--- config.mk ---
export PLATFORM = sky130hd
export DESIGN_NAME = dns_a_record_response_parser_flat
export DESIGN_NICKNAME = d
export VERILOG_FILES = /design/src/drp_pkg.sv /design/src/drp_if.sv /design/src/dns_a_record_response_parser.sv /design/src/drp_parser.sv /design/src/flat_wrapper.sv
export SDC_FILE = /design/constraint.sdc
export NUM_CORES = 1
export LEC_CHECK = 0
export BUFFER_PORTS_ARGS = -buffer_cell sky130_fd_sc_hd__buf_4
export CORE_UTILIZATION = 44
export CTS_BUF_LIST = sky130_fd_sc_hd__clkbuf_16
export DETAILED_ROUTE_END_ITERATION = 10
export PLACE_DENSITY = 0.73
export SYNTH_ARGS = -nofsm -noshare
export SYNTH_HDL_FRONTEND = slang
export SYNTH_SLANG_ARGS = --single-unit
--- constraint.sdc ---
create_clock -name clock -period 8 [get_ports clock]
set_clock_uncertainty 0.2 [all_clocks]
set_input_delay 0.8 -clock clock [delete_from_list [all_inputs] [get_ports clock]]
set_output_delay 0.8 -clock clock [all_outputs]
set_load 0.1 [all_outputs]
--- src/drp_pkg.sv ---
// Shared types and constants for the DNS A record response parser.
package drp_pkg;

   localparam int unsigned HEADER_BYTES = 12;
   localparam int unsigned QTAIL_BYTES  = 4;
   localparam int unsigned AFIXED_BYTES = 10;

   localparam logic [15:0] FLAG_QR      = 16'h8000;
   localparam logic [15:0] FLAG_RCODE   = 16'h000F;
   localparam logic [7:0]  NAME_POINTER = 8'hC0;
   localparam logic [15:0] RR_TYPE_A    = 16'h0001;
   localparam logic [15:0] RR_CLASS_IN  = 16'h0001;
   localparam logic [15:0] A_RDATA_LEN  = 16'd4;

   typedef enum logic [2:0] {
      PH_HEADER,
      PH_QNAME,
      PH_QTAIL,
      PH_ANAME,
      PH_AFIXED,
      PH_RDATA,
      PH_DONE
   } phase_type;

   typedef enum logic [1:0] {
      OUT_IGNORED,
      OUT_ERROR,
      OUT_NO_RECORD,
      OUT_FOUND
   } outcome_type;

   typedef struct packed {
      logic [7:0] data_byte;
      logic       last_byte;
   } req_beat_type;

   typedef struct packed {
      logic [1:0]  outcome;
      logic [31:0] address;
      logic [31:0] ttl;
   } result_type;

   typedef struct packed {
      phase_type   phase;
      logic [3:0]  header_count;
      logic [15:0] flags_word;
      logic [15:0] id_word;
      logic [15:0] question_left;
      logic [15:0] answer_left;
      logic [7:0]  label_left;
      logic [3:0]  tail_count;
      logic [15:0] record_type;
      logic [15:0] record_class;
      logic [31:0] record_ttl;
      logic [15:0] rdata_left;
      logic [31:0] address_accum;
      outcome_type verdict;
      logic        verdict_done;
   } parse_state_type;

endpackage

--- src/drp_if.sv ---
// Handshake channels of the parser: message bytes, results and the ID register write.
interface drp_req_if;
   logic       valid;
   logic       ready;
   logic [7:0] data_byte;
   logic       last_byte;
   modport source (output valid, data_byte, last_byte, input ready);
   modport sink   (input valid, data_byte, last_byte, output ready);
endinterface

interface drp_rsp_if;
   logic        valid;
   logic        ready;
   logic [1:0]  outcome;
   logic [31:0] address;
   logic [31:0] ttl;
   modport source (output valid, outcome, address, ttl, input ready);
   modport sink   (input valid, outcome, address, ttl, output ready);
endinterface

interface drp_csr_if;
   logic        valid;
   logic        ready;
   logic [15:0] expected_id;
   modport source (output valid, expected_id, input ready);
   modport sink   (input valid, expected_id, output ready);
endinterface

--- src/dns_a_record_response_parser.sv ---
// DNS A record response parser: top level with input and result registers.
// Accepts one message byte per clock while no final byte waits in the input register. Each
// byte is taken into an input register and consumed by the parser in the following cycle
// unless it has to wait; the verdict for a message is loaded into the result register at
// the end of the cycle in which the parser consumes the final byte and is presented on the
// result channel from that register. Non-final bytes never wait. A final byte waits in the
// input register only while an earlier result is still held on the result channel. Exactly
// one result is produced per message, on its final byte. The expected ID register is
// written through the csr channel, which is always ready.
module dns_a_record_response_parser
   import drp_pkg::*;
(
   input logic        clock,
   input logic        reset,
   drp_req_if.sink    req_ch,
   drp_rsp_if.source  rsp_ch,
   drp_csr_if.sink    csr_ch
);

   logic [15:0]  expected_id_ff;
   logic         in_valid_ff;
   logic         in_valid_in;
   req_beat_type in_beat_ff;
   logic         rsp_valid_ff;
   logic         rsp_valid_in;
   result_type   rsp_data_ff;

   logic         rsp_free;
   logic         advance;
   logic         result_valid;
   result_type   result;

   assign csr_ch.ready = 1'b1;

   assign rsp_free     = !rsp_valid_ff || rsp_ch.ready;
   assign advance      = in_valid_ff && (!in_beat_ff.last_byte || rsp_free);
   assign req_ch.ready = !in_valid_ff || advance;
   assign in_valid_in  = req_ch.valid || (in_valid_ff && !advance);
   assign rsp_valid_in = result_valid || (rsp_valid_ff && !rsp_ch.ready);

   drp_parser u_parser (
      .clock        (clock),
      .reset        (reset),
      .expected_id  (expected_id_ff),
      .step_valid   (advance),
      .step         (in_beat_ff),
      .result_valid (result_valid),
      .result       (result)
   );

   always_ff @(posedge clock) begin
      if (reset) begin
         expected_id_ff <= '0;
         in_valid_ff    <= 1'b0;
         rsp_valid_ff   <= 1'b0;
      end else begin
         if (csr_ch.valid) begin
            expected_id_ff <= csr_ch.expected_id;
         end
         in_valid_ff  <= in_valid_in;
         rsp_valid_ff <= rsp_valid_in;
      end
   end

   always_ff @(posedge clock) begin
      if (req_ch.ready && req_ch.valid) begin
         in_beat_ff.data_byte <= req_ch.data_byte;
         in_beat_ff.last_byte <= req_ch.last_byte;
      end
      if (result_valid) begin
         rsp_data_ff <= result;
      end
   end

   assign rsp_ch.valid   = rsp_valid_ff;
   assign rsp_ch.outcome = rsp_data_ff.outcome;
   assign rsp_ch.address = rsp_data_ff.address;
   assign rsp_ch.ttl     = rsp_data_ff.ttl;

   a_zero_unless_found: assert property (@(posedge clock) disable iff (reset)
      rsp_ch.valid && rsp_ch.outcome != OUT_FOUND |-> rsp_ch.address == '0 && rsp_ch.ttl == '0)
      else $error("address or ttl nonzero without a found record");

   a_stall_only_on_final: assert property (@(posedge clock) disable iff (reset)
      !req_ch.ready |-> in_valid_ff && in_beat_ff.last_byte && rsp_valid_ff && !rsp_ch.ready)
      else $error("input stalled without a blocked final byte");

   a_result_presented: assert property (@(posedge clock) disable iff (reset)
      result_valid |=> rsp_valid_ff)
      else $error("verdict not presented after final byte");

   a_no_result_overwrite: assert property (@(posedge clock) disable iff (reset)
      result_valid |-> rsp_free)
      else $error("verdict produced while previous result pending");

endmodule

--- src/drp_parser.sv ---
// Byte-wise DNS response parser state and verdict logic.
module drp_parser
   import drp_pkg::*;
(
   input  logic         clock,
   input  logic         reset,
   input  logic [15:0]  expected_id,
   input  logic         step_valid,
   input  req_beat_type step,
   output logic         result_valid,
   output result_type   result
);

   localparam parse_state_type PARSE_RESET = '{
      phase:         PH_HEADER,
      header_count:  '0,
      flags_word:    '0,
      id_word:       '0,
      question_left: '0,
      answer_left:   '0,
      label_left:    '0,
      tail_count:    '0,
      record_type:   '0,
      record_class:  '0,
      record_ttl:    '0,
      rdata_left:    '0,
      address_accum: '0,
      verdict:       OUT_IGNORED,
      verdict_done:  1'b0
   };

   parse_state_type state_ff;
   parse_state_type state_in;
   parse_state_type taken;

   function automatic parse_state_type finish(parse_state_type s, outcome_type v);
      parse_state_type r;
      r              = s;
      r.verdict      = v;
      r.verdict_done = 1'b1;
      r.phase        = PH_DONE;
      return r;
   endfunction

   function automatic parse_state_type after_questions(parse_state_type s);
      parse_state_type r;
      r = s;
      if (r.question_left != 16'd0) begin
         r.phase = PH_QNAME;
      end else if (r.answer_left != 16'd0) begin
         r.phase = PH_ANAME;
      end else begin
         r = finish(r, OUT_NO_RECORD);
      end
      r.label_left = '0;
      r.tail_count = '0;
      return r;
   endfunction

   function automatic parse_state_type record_done(parse_state_type s);
      parse_state_type r;
      r             = s;
      r.answer_left = r.answer_left - 16'd1;
      if (r.answer_left == 16'd0) begin
         r = finish(r, OUT_NO_RECORD);
      end else begin
         r.phase      = PH_ANAME;
         r.label_left = '0;
         r.tail_count = '0;
      end
      return r;
   endfunction

   // byte consumption
   always_comb begin : take_byte
      parse_state_type st;
      logic            name_end;
      logic [7:0]      b;
      st       = state_ff;
      name_end = 1'b0;
      b        = step.data_byte;
      if (step_valid) begin
         case (st.phase)
            PH_HEADER: begin
               if (st.header_count < 4'd2) begin
                  st.id_word = {st.id_word[7:0], b};
               end else if (st.header_count < 4'd4) begin
                  st.flags_word = {st.flags_word[7:0], b};
               end else if (st.header_count < 4'd6) begin
                  st.question_left = {st.question_left[7:0], b};
               end else if (st.header_count < 4'd8) begin
                  st.answer_left = {st.answer_left[7:0], b};
               end
               st.header_count = st.header_count + 4'd1;
               if (st.header_count >= 4'(HEADER_BYTES)) begin
                  if (st.id_word != expected_id) begin
                     st = finish(st, OUT_IGNORED);
                  end else if ((st.flags_word & FLAG_QR) == 16'd0 ||
                               (st.flags_word & FLAG_RCODE) != 16'd0) begin
                     st = finish(st, OUT_ERROR);
                  end else begin
                     st = after_questions(st);
                  end
               end
            end
            PH_QNAME, PH_ANAME: begin
               if (st.label_left != 8'd0) begin
                  st.label_left = st.label_left - 8'd1;
                  name_end = (st.label_left == 8'd0) && (st.tail_count != 4'd0);
               end else if (b == 8'd0) begin
                  name_end = 1'b1;
               end else if ((b & NAME_POINTER) == NAME_POINTER) begin
                  st.label_left = 8'd1;
                  st.tail_count = 4'd1;
               end else begin
                  st.label_left = b;
               end
               if (name_end) begin
                  st.phase      = (st.phase == PH_QNAME) ? PH_QTAIL : PH_AFIXED;
                  st.tail_count = '0;
                  st.label_left = '0;
               end
            end
            PH_QTAIL: begin
               st.tail_count = st.tail_count + 4'd1;
               if (st.tail_count >= 4'(QTAIL_BYTES)) begin
                  st.question_left = st.question_left - 16'd1;
                  st = after_questions(st);
               end
            end
            PH_AFIXED: begin
               if (st.tail_count < 4'd2) begin
                  st.record_type = {st.record_type[7:0], b};
               end else if (st.tail_count < 4'd4) begin
                  st.record_class = {st.record_class[7:0], b};
               end else if (st.tail_count < 4'd8) begin
                  st.record_ttl = {st.record_ttl[23:0], b};
               end else begin
                  st.rdata_left = {st.rdata_left[7:0], b};
               end
               st.tail_count = st.tail_count + 4'd1;
               if (st.tail_count >= 4'(AFIXED_BYTES)) begin
                  st.tail_count = '0;
                  if (st.rdata_left != A_RDATA_LEN) begin
                     st.record_type = '0;
                  end
                  st.address_accum = '0;
                  if (st.rdata_left == 16'd0) begin
                     st = record_done(st);
                  end else begin
                     st.phase = PH_RDATA;
                  end
               end
            end
            PH_RDATA: begin
               st.address_accum = {st.address_accum[23:0], b};
               st.rdata_left    = st.rdata_left - 16'd1;
               if (st.rdata_left == 16'd0) begin
                  if (st.record_type == RR_TYPE_A && st.record_class == RR_CLASS_IN) begin
                     st = finish(st, OUT_FOUND);
                  end else begin
                     st = record_done(st);
                  end
               end
            end
            default: begin
            end
         endcase
      end
      taken = st;
   end

   always_comb begin : next_state
      state_in = taken;
      if (step_valid && step.last_byte) begin
         state_in = PARSE_RESET;
      end
   end

   always_comb begin : verdict_out
      result_valid = step_valid && step.last_byte;
      if (taken.verdict_done && taken.verdict == OUT_FOUND) begin
         result.outcome = OUT_FOUND;
         result.address = taken.address_accum;
         result.ttl     = taken.record_ttl;
      end else begin
         result.outcome = taken.verdict_done ? taken.verdict : OUT_IGNORED;
         result.address = '0;
         result.ttl     = '0;
      end
   end

   always_ff @(posedge clock) begin
      if (reset) begin
         state_ff <= PARSE_RESET;
      end else begin
         state_ff <= state_in;
      end
   end

endmodule
--- src/flat_wrapper.sv ---
// flat-port wrapper written by rule: the top's interface ports become plain ports
module dns_a_record_response_parser_flat import drp_pkg::*;
  (clock, reset, req_ch_valid, req_ch_data_byte, req_ch_last_byte, req_ch_ready, rsp_ch_valid, rsp_ch_outcome, rsp_ch_address, rsp_ch_ttl, rsp_ch_ready, csr_ch_valid, csr_ch_expected_id, csr_ch_ready);
  drp_req_if req_ch_i ();
  drp_rsp_if rsp_ch_i ();
  drp_csr_if csr_ch_i ();
  input logic clock;
  input logic reset;
  input wire logic [$bits(req_ch_i.valid)-1:0] req_ch_valid;
  input wire logic [$bits(req_ch_i.data_byte)-1:0] req_ch_data_byte;
  input wire logic [$bits(req_ch_i.last_byte)-1:0] req_ch_last_byte;
  output wire logic [$bits(req_ch_i.ready)-1:0] req_ch_ready;
  output wire logic [$bits(rsp_ch_i.valid)-1:0] rsp_ch_valid;
  output wire logic [$bits(rsp_ch_i.outcome)-1:0] rsp_ch_outcome;
  output wire logic [$bits(rsp_ch_i.address)-1:0] rsp_ch_address;
  output wire logic [$bits(rsp_ch_i.ttl)-1:0] rsp_ch_ttl;
  input wire logic [$bits(rsp_ch_i.ready)-1:0] rsp_ch_ready;
  input wire logic [$bits(csr_ch_i.valid)-1:0] csr_ch_valid;
  input wire logic [$bits(csr_ch_i.expected_id)-1:0] csr_ch_expected_id;
  output wire logic [$bits(csr_ch_i.ready)-1:0] csr_ch_ready;
  assign req_ch_i.valid = req_ch_valid;
  assign req_ch_i.data_byte = req_ch_data_byte;
  assign req_ch_i.last_byte = req_ch_last_byte;
  assign req_ch_ready = req_ch_i.ready;
  assign rsp_ch_valid = rsp_ch_i.valid;
  assign rsp_ch_outcome = rsp_ch_i.outcome;
  assign rsp_ch_address = rsp_ch_i.address;
  assign rsp_ch_ttl = rsp_ch_i.ttl;
  assign rsp_ch_i.ready = rsp_ch_ready;
  assign csr_ch_i.valid = csr_ch_valid;
  assign csr_ch_i.expected_id = csr_ch_expected_id;
  assign csr_ch_ready = csr_ch_i.ready;
  dns_a_record_response_parser u_core (.clock(clock), .reset(reset), .req_ch(req_ch_i), .rsp_ch(rsp_ch_i), .csr_ch(csr_ch_i));
endmodule
[Word level (Yosys, flattened, before mapping)]
Index checks and enable logic that the tools add are counted.
Word-level totals
  ROM bits: 0
  flip-flop bits (word level): 291
  output and inout bits: 69
  latch bits: 0
  memories kept: 0
  word-level logic and storage cells: 179
  input bits: 30
  bits in writable memories: 0
Cells by class
  add/sub/neg operators: 6
  bitwise gates (word level): 4
  shift-type cells: 0
  reduce and logical (&&, ||, !) cells: 47
  order comparisons: 10
  multiply operators: 0
  div/mod/pow operators: 0
  equal/unequal tests: 26
  mux-type cells: 63
Operator list (number)
  198-bit 2-to-1 mux: 7
  115-bit one-hot mux with 4 select lines: 1
  68-bit one-hot mux with 4 select lines: 1
  16-bit 2-to-1 mux: 14
  64-bit 2-to-1 mux: 3
  32-bit 2-to-1 mux: 5
  143-bit 2-to-1 mux: 1
  83-bit 2-to-1 mux: 1
  16-bit nonzero test: 5
  16-bit logical NOT: 4
  12-bit one-hot mux with 5 select lines: 1
  12-bit 2-to-1 mux: 4
  48-bit 2-to-1 mux: 1
  16-bit by 1-bit subtractor with 16-bit output (second input constant): 3
  3-bit 2-to-1 mux: 14
  16-bit by 1-bit equality test with 1-bit output (second input constant): 2
  2-bit inequality test (second input constant): 10
  8-bit logical NOT: 2
  8-bit 2-to-1 mux: 2
  16-bit inequality test: 1
  16-bit by 3-bit inequality test with 1-bit output (second input constant): 1
  3-bit one-hot mux with 5 select lines: 1
  5-bit AND reduction: 3
  7-bit AND reduction: 2
  31 further kinds: 67

[Depth between registers and ports, before layout]
Gate-level depths: netlist of the first run.
  depth after elaboration: 17
  depth in mapped cells: 15
  depth with buffers taken out: 10

[Modules after synthesis]
A second synthesis of the first run with hierarchy kept.
Unflattened totals
  cells, all modules: 1661
  area total of the unflattened synthesis: 14592.7 um^2
By module, submodules not included
  drp_parser: sequential area each 3763.6 um^2, instances 1, area each 11659.9 um^2, cells each 1523
  dns_a_record_response_parser: sequential area each 2612.5 um^2, instances 1, area each 2932.8 um^2, cells each 138

[Worst setup path before layout of the first run]
Ideal clock, no wire load.
  path type: flip-flop to flip-flop
  from: reg u_core.rsp_valid_ff (netlist: u_core.rsp_ch.valid)
  to: reg u_core.u_parser.state_ff[52] (netlist name)
  data required time: 7.672 ns
  path buffers: 3
  stages on the path, launching flop included: 9
  arrival: 4.185 ns
  setup time: 0.128 ns
  clock period less this slack: 4.513 ns
  slack: 3.487 ns
  cell sequence: dfxtp_1 nor2b_1 a21boi_0 and2_1 or2_2 clkbuf_1 buf_1 clkbuf_1 nor2_1
On the way
  longest elaborated chain between the ends: 6
  elaborated cells between the ends (all ways): 7
  classes of those cells: mux (1); reduce/logical (6)
RTL lines
  from (decl): RTL line dns_a_record_response_parser.sv:24  | logic rsp_valid_ff;
  from (signal assigned): RTL line dns_a_record_response_parser.sv:61  | rsp_valid_ff <= rsp_valid_in;
  1-bit logical NOT: RTL line dns_a_record_response_parser.sv:35  | assign rsp_free = !rsp_valid_ff || rsp_ch.ready;
  1-bit logical OR: RTL line dns_a_record_response_parser.sv:35
  1-bit logical OR: RTL line dns_a_record_response_parser.sv:36  | assign advance = in_valid_ff && (!in_beat_ff.last_byte || rsp_free);
  1-bit logical AND: RTL line dns_a_record_response_parser.sv:36
  1-bit logical AND
  via u_core.result_valid: RTL line dns_a_record_response_parser.sv:30  | logic result_valid;
  2-bit OR reduction (no source line)
  to (signal assigned): RTL line drp_parser.sv:197  | state_ff <= state_in;
  to (decl): RTL line drp_parser.sv:32  | parse_state_type state_ff;
The timed path passes the listed nets, and every way through them passes these cells.
A chain may end at the register's enable or synchronous reset.

[Worst setup path in the final report of the first run]
  from: reg u_core.u_parser.state_ff[36] (netlist name)
  to: reg u_core.rsp_data_ff, in the netlist u_core.rsp_ch.address[18], data pin
On the way
  longest elaborated chain between the ends: 12
  elaborated cells between the ends (all ways): 15
  classes of those cells: add/sub (1); eq/ne (1); mux (10); reduce/logical (3)
RTL lines
  parallel branches: the longest is 8 deep, another holds 16-bit by 1-bit subtractor with 16-bit output
  115-bit one-hot mux with 4 select lines (*): RTL line drp_parser.sv:83  | case (st.phase)
  83-bit 2-to-1 mux (*): RTL line drp_parser.sv:82  | if (step_valid) begin
  2-bit equality test: RTL line drp_parser.sv:182  | if (taken.verdict_done && taken.verdict == OUT_FOUND) begin
  1-bit logical AND: RTL line drp_parser.sv:182
  to (signal assigned): RTL line dns_a_record_response_parser.sv:71  | rsp_data_ff <= result;
  to (decl): RTL line dns_a_record_response_parser.sv:26  | result_type rsp_data_ff;
Every way passes the cells marked *. The select of a mux whose other input is x is not followed.

==> metrics list, run 1 <==
* Util after Layout: about half
- Maximum number of pins on one net before global-route repair: 85
- The number of hold-slack violations in the final timing report is 0.
* Count of maximum capacitance violations: 0
* Most frequent CP cell: nor4_1
* Sort of element at the end of the critical path: register
* Final nets: between 1500 and 2000
- The via count of the first global-routing pass is roughly 12000.
* Setup repair after global routing missed its margin: false
- Finished Cell Area: between 15000 and 20000 sq um
- Of all cell types, the one taking the most synthesized area is dfxtp_1.
- In this run the clock root is driven by a clkbuf_16.
- Most repeated cell in the gate-level netlist after synthesis: dfxtp_1
- Total power for the finished layout comes to 2.92 mW.
* Switching power: 0.701 mW
- Most common library cells after synthesis: dfxtp_1, nor2_1, nand2_1
- Areal power density over the cells: ~180 nW/um^2
- Counting flops and latches in the post-synthesis netlist gives about 280.
* Clock H-tree levels: 1
* Clock slew at reported path FFs: 70 ps
- Across all hold checks on the routed design, the worst slack comes to around 210 ps.
* Port Buf Inserts: between 90 and 100
- The initial utilization of the core area, before any placement, comes to 45.0%.
- For this run, the leading register cell type out of synthesis is dfxtp_1.
* Number of buffers created by CTS: 28
* Delay of the slowest cell on the worst path: about 670 ps
- Gates resized, CTS repair: 0
- Shortest clock period the worst path allows after layout: between 4000 and 5000 ps
- Routed vias/inst: roughly 6.2
* Placed cell areas: ~15000 sq um
- Worst reg2reg setup slack: roughly 3300 ps
- Max Slew Vio Count: 0
- Setup TNS Final: 0 ps
- Register-to-Register Path Depth: 11
* Number of failing setup endpoints in the final timing report: 0
* Post-route fraction of the period consumed by the critical path: between 50% and 60%
- Detailed placement ended at an HPWL of around 25000 microns.
- Number of placement rows: 65
- Counting tap cells, the placed design contains a total of slightly above 2000 instances.
- Die area: 33200 sq um
- Post-route worst setup slack: 3290 ps
- Counting every net in the synthesized netlist gives 1713.
- DR vias: about 13000
- Area of the mapped netlist: about 14000 sq um
- Hold repair after CTS inserted 0 buffers.
- Sequential share of the synthesized area: ~45%
* Leading post-synthesis cells by cell area: dfxtp_1, edfxtp_1, mux2i_1
- Number of synthesized flops with an enable pin: 75
* GRT Residual Overflow: 0
- Sequential share of power: 51.0%
- Peak supply drop: 0.183 mV
* Largest fanout of any net on the critical path: between 60 and 70
- Core area: roughly 32000 sq um
- Headroom to the max-slew limit came out at 17.3%.
* Initial DRC count: approximately 1200
- Die W: between 150 and 200 microns
- Clock Latency Late Sink: 560 ps
- Mean Syn Cell Area: 8.54 sq um
- The internal portion of the total power is ~2.2 mW.
- Pin slew with the least headroom to its limit: about 1200 ps
- Fin cells: around 2100
- Hold path startpoint: req_ch_data_byte[6]
- Fraction of layout cells with a size suffix above 1: 11.0%
- Leakage dissipation: 5.87 nW
- Routability Congestion: about 0.94
- Of the post-synthesis cell area, the dominant cell type holds between 20 and 30%.
* Worst path required time: ~8000 ps
* Highest Clock Rate: ~0.21 GHz
* Floorplan die height: ~180 microns
- Result of the run: completed
- In the final routed layout, each cell accounts on average for 18.9 microns.
- Gate count of the mapped netlist: 1671
- Routed wire length: between 30000 and 40000 microns
* Relative contribution of combinational cells to total power: between 6 and 7%
- The repair_antennas step left the layout with diodes totalling 0.
* Area added between synthesis and finish: 12.6%
- Clock group share of total power: between 40 and 50%
* Hold depth: 1
- Critical path start-end classification: reg -> reg
- The first global-routing pass estimated roughly 64000 microns of wire.
* CP max stage cell: or4b_1
- For the worst setup path, the data arrival time is 4780 ps.
* Count of fill cells added during filler insertion: around 2900
* Crit path buf inv count: 2
* Type of the tightest min-delay check: in -> reg
- At the placement stage, the worst setup path has a slack of 3160 ps.
- Once the clock tree was built, the setup fixing pass inserted 0 buffers.
* Worst R2R Start: u_core.u_parser.state_ff[36]$_SDFFE_PP0P_
* CTS tree: done
- Yosys printed 0 warnings.
* IO Pins: just under 100
- Initial DRT Pass Iterations: 7
* Top delay family on crit path: simple AND/OR/NAND/NOR gates
- DRC violation count after routing: 0
- Walking the worst path, the cells encountered are inv_1, ha_1, or4b_1, nor4_1, a221oi_1, a211o_1, o311a_4, o41ai_1, and4b_2, buf_4, nor4_1.
- Number of clock sinks: ~280
- Once detail routing completed, the nets flagged for antenna violations numbered 0.
* Initial antenna violation count: 0
- Ys async rst share: 0%
- The endpoint identified for the worst register-to-register timing path is u_core.rsp_ch.address[18]$_SDFFCE_PN0P_.
* Maximum buffer depth of the clock tree: 3
- Library cells used by synthesis: 74
- The worst setup path is launched from a register.
- In the global route stage, overall resource usage came out at about a quarter.
- In this run switching power makes up between 20% and 30% of total power.
* Hold EP: u_core.in_beat_ff[7]$_DFFE_PP_
==> power groups by stage <==
stage          Clock, mW  Combinational, mW  Sequential, mW
2_1_floorplan          0              0.115            1.53
3_3_place_gp           0              0.182            1.52
3_5_place_dp           0              0.186            1.52
4_1_cts             1.26              0.187            1.49
5_1_grt             1.32              0.203            1.49
6_report            1.24              0.190            1.49
==> cells by family (layout without fill, tap and decap cells) <==
kind of cell,Yosys count,after routing,synth area share (%)
XOR/XNOR,29,29,1.78
adder cells (fa/ha/maj),12,12,1.05
AO/OA/AOI/OAI,402,402,18.1
other,1,1,0.0263
multiplexers,80,80,5.63
flip-flops,281,281,44.7
AND/OR/NAND/NOR,686,686,23.8
buffers and inverters,180,214,4.89
==> how the worst max path moves through the flow <==
stage                                                endpoint                                      start  slack (ps)  cells past startpoint
floorplan             u_core.u_parser.state_ff[52]$_SDFF_PP0_             u_core.rsp_ch.valid$_SDFF_PP0_        3490                      8
global placement    u_core.u_parser.state_ff[36]$_SDFFE_PP0P_                               rsp_ch_ready        3400                      8
detailed placement    u_core.u_parser.state_ff[65]$_SDFF_PP0_                               rsp_ch_ready        3160                      8
CTS                   u_core.rsp_ch.address[18]$_SDFFCE_PN0P_  u_core.u_parser.state_ff[36]$_SDFFE_PP0P_        3360                     11
global route           u_core.rsp_ch.address[0]$_SDFFCE_PN0P_  u_core.u_parser.state_ff[36]$_SDFFE_PP0P_        3060                     11
finish                u_core.rsp_ch.address[18]$_SDFFCE_PN0P_  u_core.u_parser.state_ff[36]$_SDFFE_PP0P_        3290                     11
==> cells in the final DEF, fill, tap and decap left out, drive strengths merged, types with 9 or more instances in the layout <==
master  synthesis  routed
dfxtp         206     206
edfxtp         75      75
nor3           36      36
a22oi          48      48
a21oi         129     129
inv            37      49
nor4b          11      11
a31oi           9       9
buf            21     125
o211ai          9       9
o21ai          90      90
xor2           14      14
or4            14      14
mux2i          78      78
nand4          11      11
ha             12      12
a211oi         11      11
xnor2          15      15
o32ai          11      11
nand3          77      77
nor2          184     184
nand2b         13      13
nand2         167     167
or3            18      18
clkinv          0      10
nor4          100     100
clkbuf        122      28
==> sequential cells by signal (all words and copies together), names as in the netlist <==
| signal | cells |
|---|---|
| u_core.in_beat_ff | 9 |
| u_core.expected_id_ff | 16 |
| u_core.rsp_ch.valid | 1 |
| u_core.u_parser.state_ff | 188 |
| u_core.rsp_ch.outcome | 2 |
| u_core.in_valid_ff | 1 |
| u_core.rsp_ch.ttl | 32 |
| u_core.rsp_ch.address | 32 |
==> final cells by class <==
| type | count | area, sq um | share of cell area [%] |
|---|---|---|---|
| Multi-Input combinational cell | 1210 | 7260 | 45.2 |
| Sequential cell | 281 | 6380 | 39.7 |
| Timing Repair Buffer | 125 | 938 | 5.84 |
| Clock buffer | 28 | 701 | 4.36 |
| Tap cell | 402 | 503 | 3.13 |
| Clock inverter | 24 | 156 | 0.973 |
| Inverter | 37 | 139 | 0.864 |
==> layer usage <==
layer	GRT usage, %	vias to the layer above	part of all wire, %
li1	-	6190	-
met5	0	-	0
met1	31.7	6331	43
met2	37.3	549	46
met4	7.13	0	2.3
met3	4.99	81	9.1
Power figures use the tool's default switching activity.
==> inputs of run 2 (changes only) <==
clock period = 4.4 ns   (was 8 ns; I/O delays follow)
==> metrics list, run 2 (synthesized netlist as in run 1, its figures left out) <==
- Setup repair after global routing left no endpoint under its margin.
- Routability Congestion: 0.972
- Final nets: around 1800
- Setup total negative slack on the finished layout was measured at 0 ps.
- Floorplan die height: 182 microns
* Pin slew with the least headroom to its limit: just under 900 ps
- Count of maximum capacitance violations: 0
- From synthesis to final layout, the design area changed by 17.8%.
- Worst reg2reg setup slack: between 300 and 400 ps
- Data arrives at the worst endpoint at around 4200 ps.
- Most frequent CP cell: nor4_1
* Initial DRC count: roughly 1400
- STA classifies the critical path startpoint as a register.
- The first global-routing pass estimated 67400 microns of wire.
- CTS built an H-tree with a depth of 1.
- For the worst setup path, the data required time is 4560 ps.
- Crit path buf inv count: 2
- Most used cells in the layout excluding fill and tap cells: dfxtp_1, nor2_1, nand2_1
* Routed vias/inst: about 6.2
- No sink is reached through more buffers than the 3 on the longest clock path.
- Core area: between 30000 and 40000 sq um
- For the finished layout, the period the worst path requires is slightly above 4000 ps.
* Maximum number of pins on one net before global-route repair: 67
- Setup violations remaining at the end of the flow were counted as 0.
- Detailed placement finished with a half-perimeter wire length of between 20000 and 30000 microns.
- The run finished with clean final reports.
- The register with the most flip-flops in the layout has roughly 190 of them.
* Type of the tightest min-delay check: in -> reg
- Leakage dissipation: 6.22 nW
- Top delay family on crit path: simple AND/OR/NAND/NOR gates
- In this run the tightest slew margin relative to its limit is about 42%.
- The later pin in the worst-skew pair is clocked with a latency of between 500 and 600 ps.
- Sort of element at the end of the critical path: register
- The pre-antenna-repair detailed-routing pass consisted of 5 iterations.
- Die area: approximately 33000 sq um
- Detail-routed net length per standard cell: approximately 19 microns
* Library cell used as clock root buffer: clkbuf_16
- The die is between 150 and 200 microns wide.
* Count of endpoints failing hold in the final timing report: 0
* Fin cells: approximately 2200
- After clock tree synthesis, the clock-pin slew on the worst setup and hold paths is 70 ps.
* Delay of the slowest cell on the worst path: 570 ps
- For this run, design rule violations remaining after detail routing come to 0.
* Port Buf Inserts: 97
- The critical path is of the reg -> reg type.
- Dividing total power by cell area gives a power density of roughly 340 nW/um^2.
* Via count of the first global-routing pass: between 10000 and 15000
- CP max stage cell: nor4_1
* CTS tree: done
- Post-CTS repair changed the size of 0 cells.
* Remaining antenna violation count after routing: 0
- Leading cell type in the layout, fill and taps excluded: dfxtp_1
* Number of clock sinks: 281
* GRT Residual Overflow: 0
- Counting the buffers created by CTS gives 29.
* Number of placement rows: 65
- IO Pins: 99
- The filler cells instantiated in the layout total 2844.
- Antenna diodes: 0
* Largest Register: u_core.u_parser.state_ff
- After layout, the worst path uses between 90% and 100% of the clock period.
* Routed wire length: 42000 microns
* Initial antenna violation count: 0
- Across every metal layer, demand over resource in global routing totals about 25%.
- DR vias: roughly 13000
- Static timing analysis puts the maximum clock frequency at 0.245 GHz.
- The post-route netlist has 13.1% of its cells at a drive strength greater than 1.
* Peak supply drop: between 0.3 and 0.4 mV
* Count of placed standard cells including taps: around 2100
- The count of final max-slew check failures came to 0.
- Largest fanout of any net on the critical path: 65
- Once the floorplan was initialized, standard cells occupied between 40 and 50% of the core.
- Cells along the critical path: inv_1, ha_1, or4b_1, nor4_1, a221oi_1, a211o_1, nor4_1, a32o_1, a211oi_4, buf_12, nor4_1
## run 2: cell count changes in the layout (fill, tap and decap cells not counted), sizes merged
cell / previous run / this run
inv: 49 / 44
buf: 125 / 155
clkinvlp: 0 / 3
dlygate4sd3: 0 / 29
bufinv: 2 / 5
clkbuf: 28 / 29
## run 2: routing by layer
layer | track usage (%) | wire length [microns]
met2 | 40.0 | 19400
met4 | 7.93 | 1220
met5 | 0 | 0
met1 | 33.4 | 17700
met3 | 4.91 | 3640
## run 2: layout make-up
| cell class | count | area (sq um) | share of cell area (%) |
|---|---|---|---|
| timing repair buffer | 184 | 1530 | 9.10 |
| clock inverter | 25 | 280 | 1.67 |
| inverter | 37 | 139 | 0.826 |
| multi-input combinational | 1210 | 7250 | 43.2 |
| clock buffer | 29 | 726 | 4.32 |
| sequential | 281 | 6380 | 37.9 |
| tap | 402 | 503 | 2.99 |
## run 2: worst paths after layout
| check | start | to | cells after the start |
|---|---|---|---|
| worst min-delay path | reset | u_core.expected_id_ff[6]$_SDFFE_PP0P_ | 2 |
| worst max register to register | u_core.u_parser.state_ff[36]$_SDFFE_PP0P_ | u_core.rsp_ch.address[24]$_SDFFCE_PN0P_ | 11 |
| worst max-delay path | u_core.u_parser.state_ff[36]$_SDFFE_PP0P_ | u_core.rsp_ch.address[24]$_SDFFCE_PN0P_ | 11 |
| worst min register to register | u_core.u_parser.state_ff[108]$_SDFFE_PP0P_ | u_core.u_parser.state_ff[108]$_SDFFE_PP0P_ | 2 |
## run 2: stage by stage
stage / utilization [%] / power (mW) / worst slack (ps) / hold WS [ps] / instance area, sq um
detailed placement: 48.9 / 3.12 / 405 / 247 / 15500
CTS: 53.0 / 5.70 / 391 / 0.0481 / 16800
global route: 53.0 / 5.83 / 29.0 / 29.5 / 16800
finish: 53.0 / 5.68 / 324 / 17.1 / 16800
global placement: 48.9 / 3.11 / 535 / 241 / 15500
floorplan: - / 2.99 / 494 / 232 / 14300
## run 2: report_power, final
| group | leakage [nW] | internal [mW] | total (mW) | switching (mW) |
|---|---|---|---|---|
| Clock | 0.503 | 1.51 | 2.59 | 1.08 |
| Sequential | 2.49 | 2.67 | 2.71 | 0.0336 |
| Combinational | 3.23 | 0.132 | 0.384 | 0.253 |
| Total | 6.22 | 4.32 | 5.68 | 1.37 |
## run 2: repair_timing
| item | CTS | global route |
|---|---|---|
| hold buffers | 29 | 0 |
| hold endpoints to repair | 26 | 0 |
| setup buffers | 0 | 0 |
## run 2: worst reg2reg max path, delay by kind of cell, from the launching register on
family	cells	cell delay, ps
DFF	1	410
AOI/OAI and AO/OA	4	860
adders and majority gates	1	310
buffers and inverters	2	370
and+or+nand+nor	4	1720
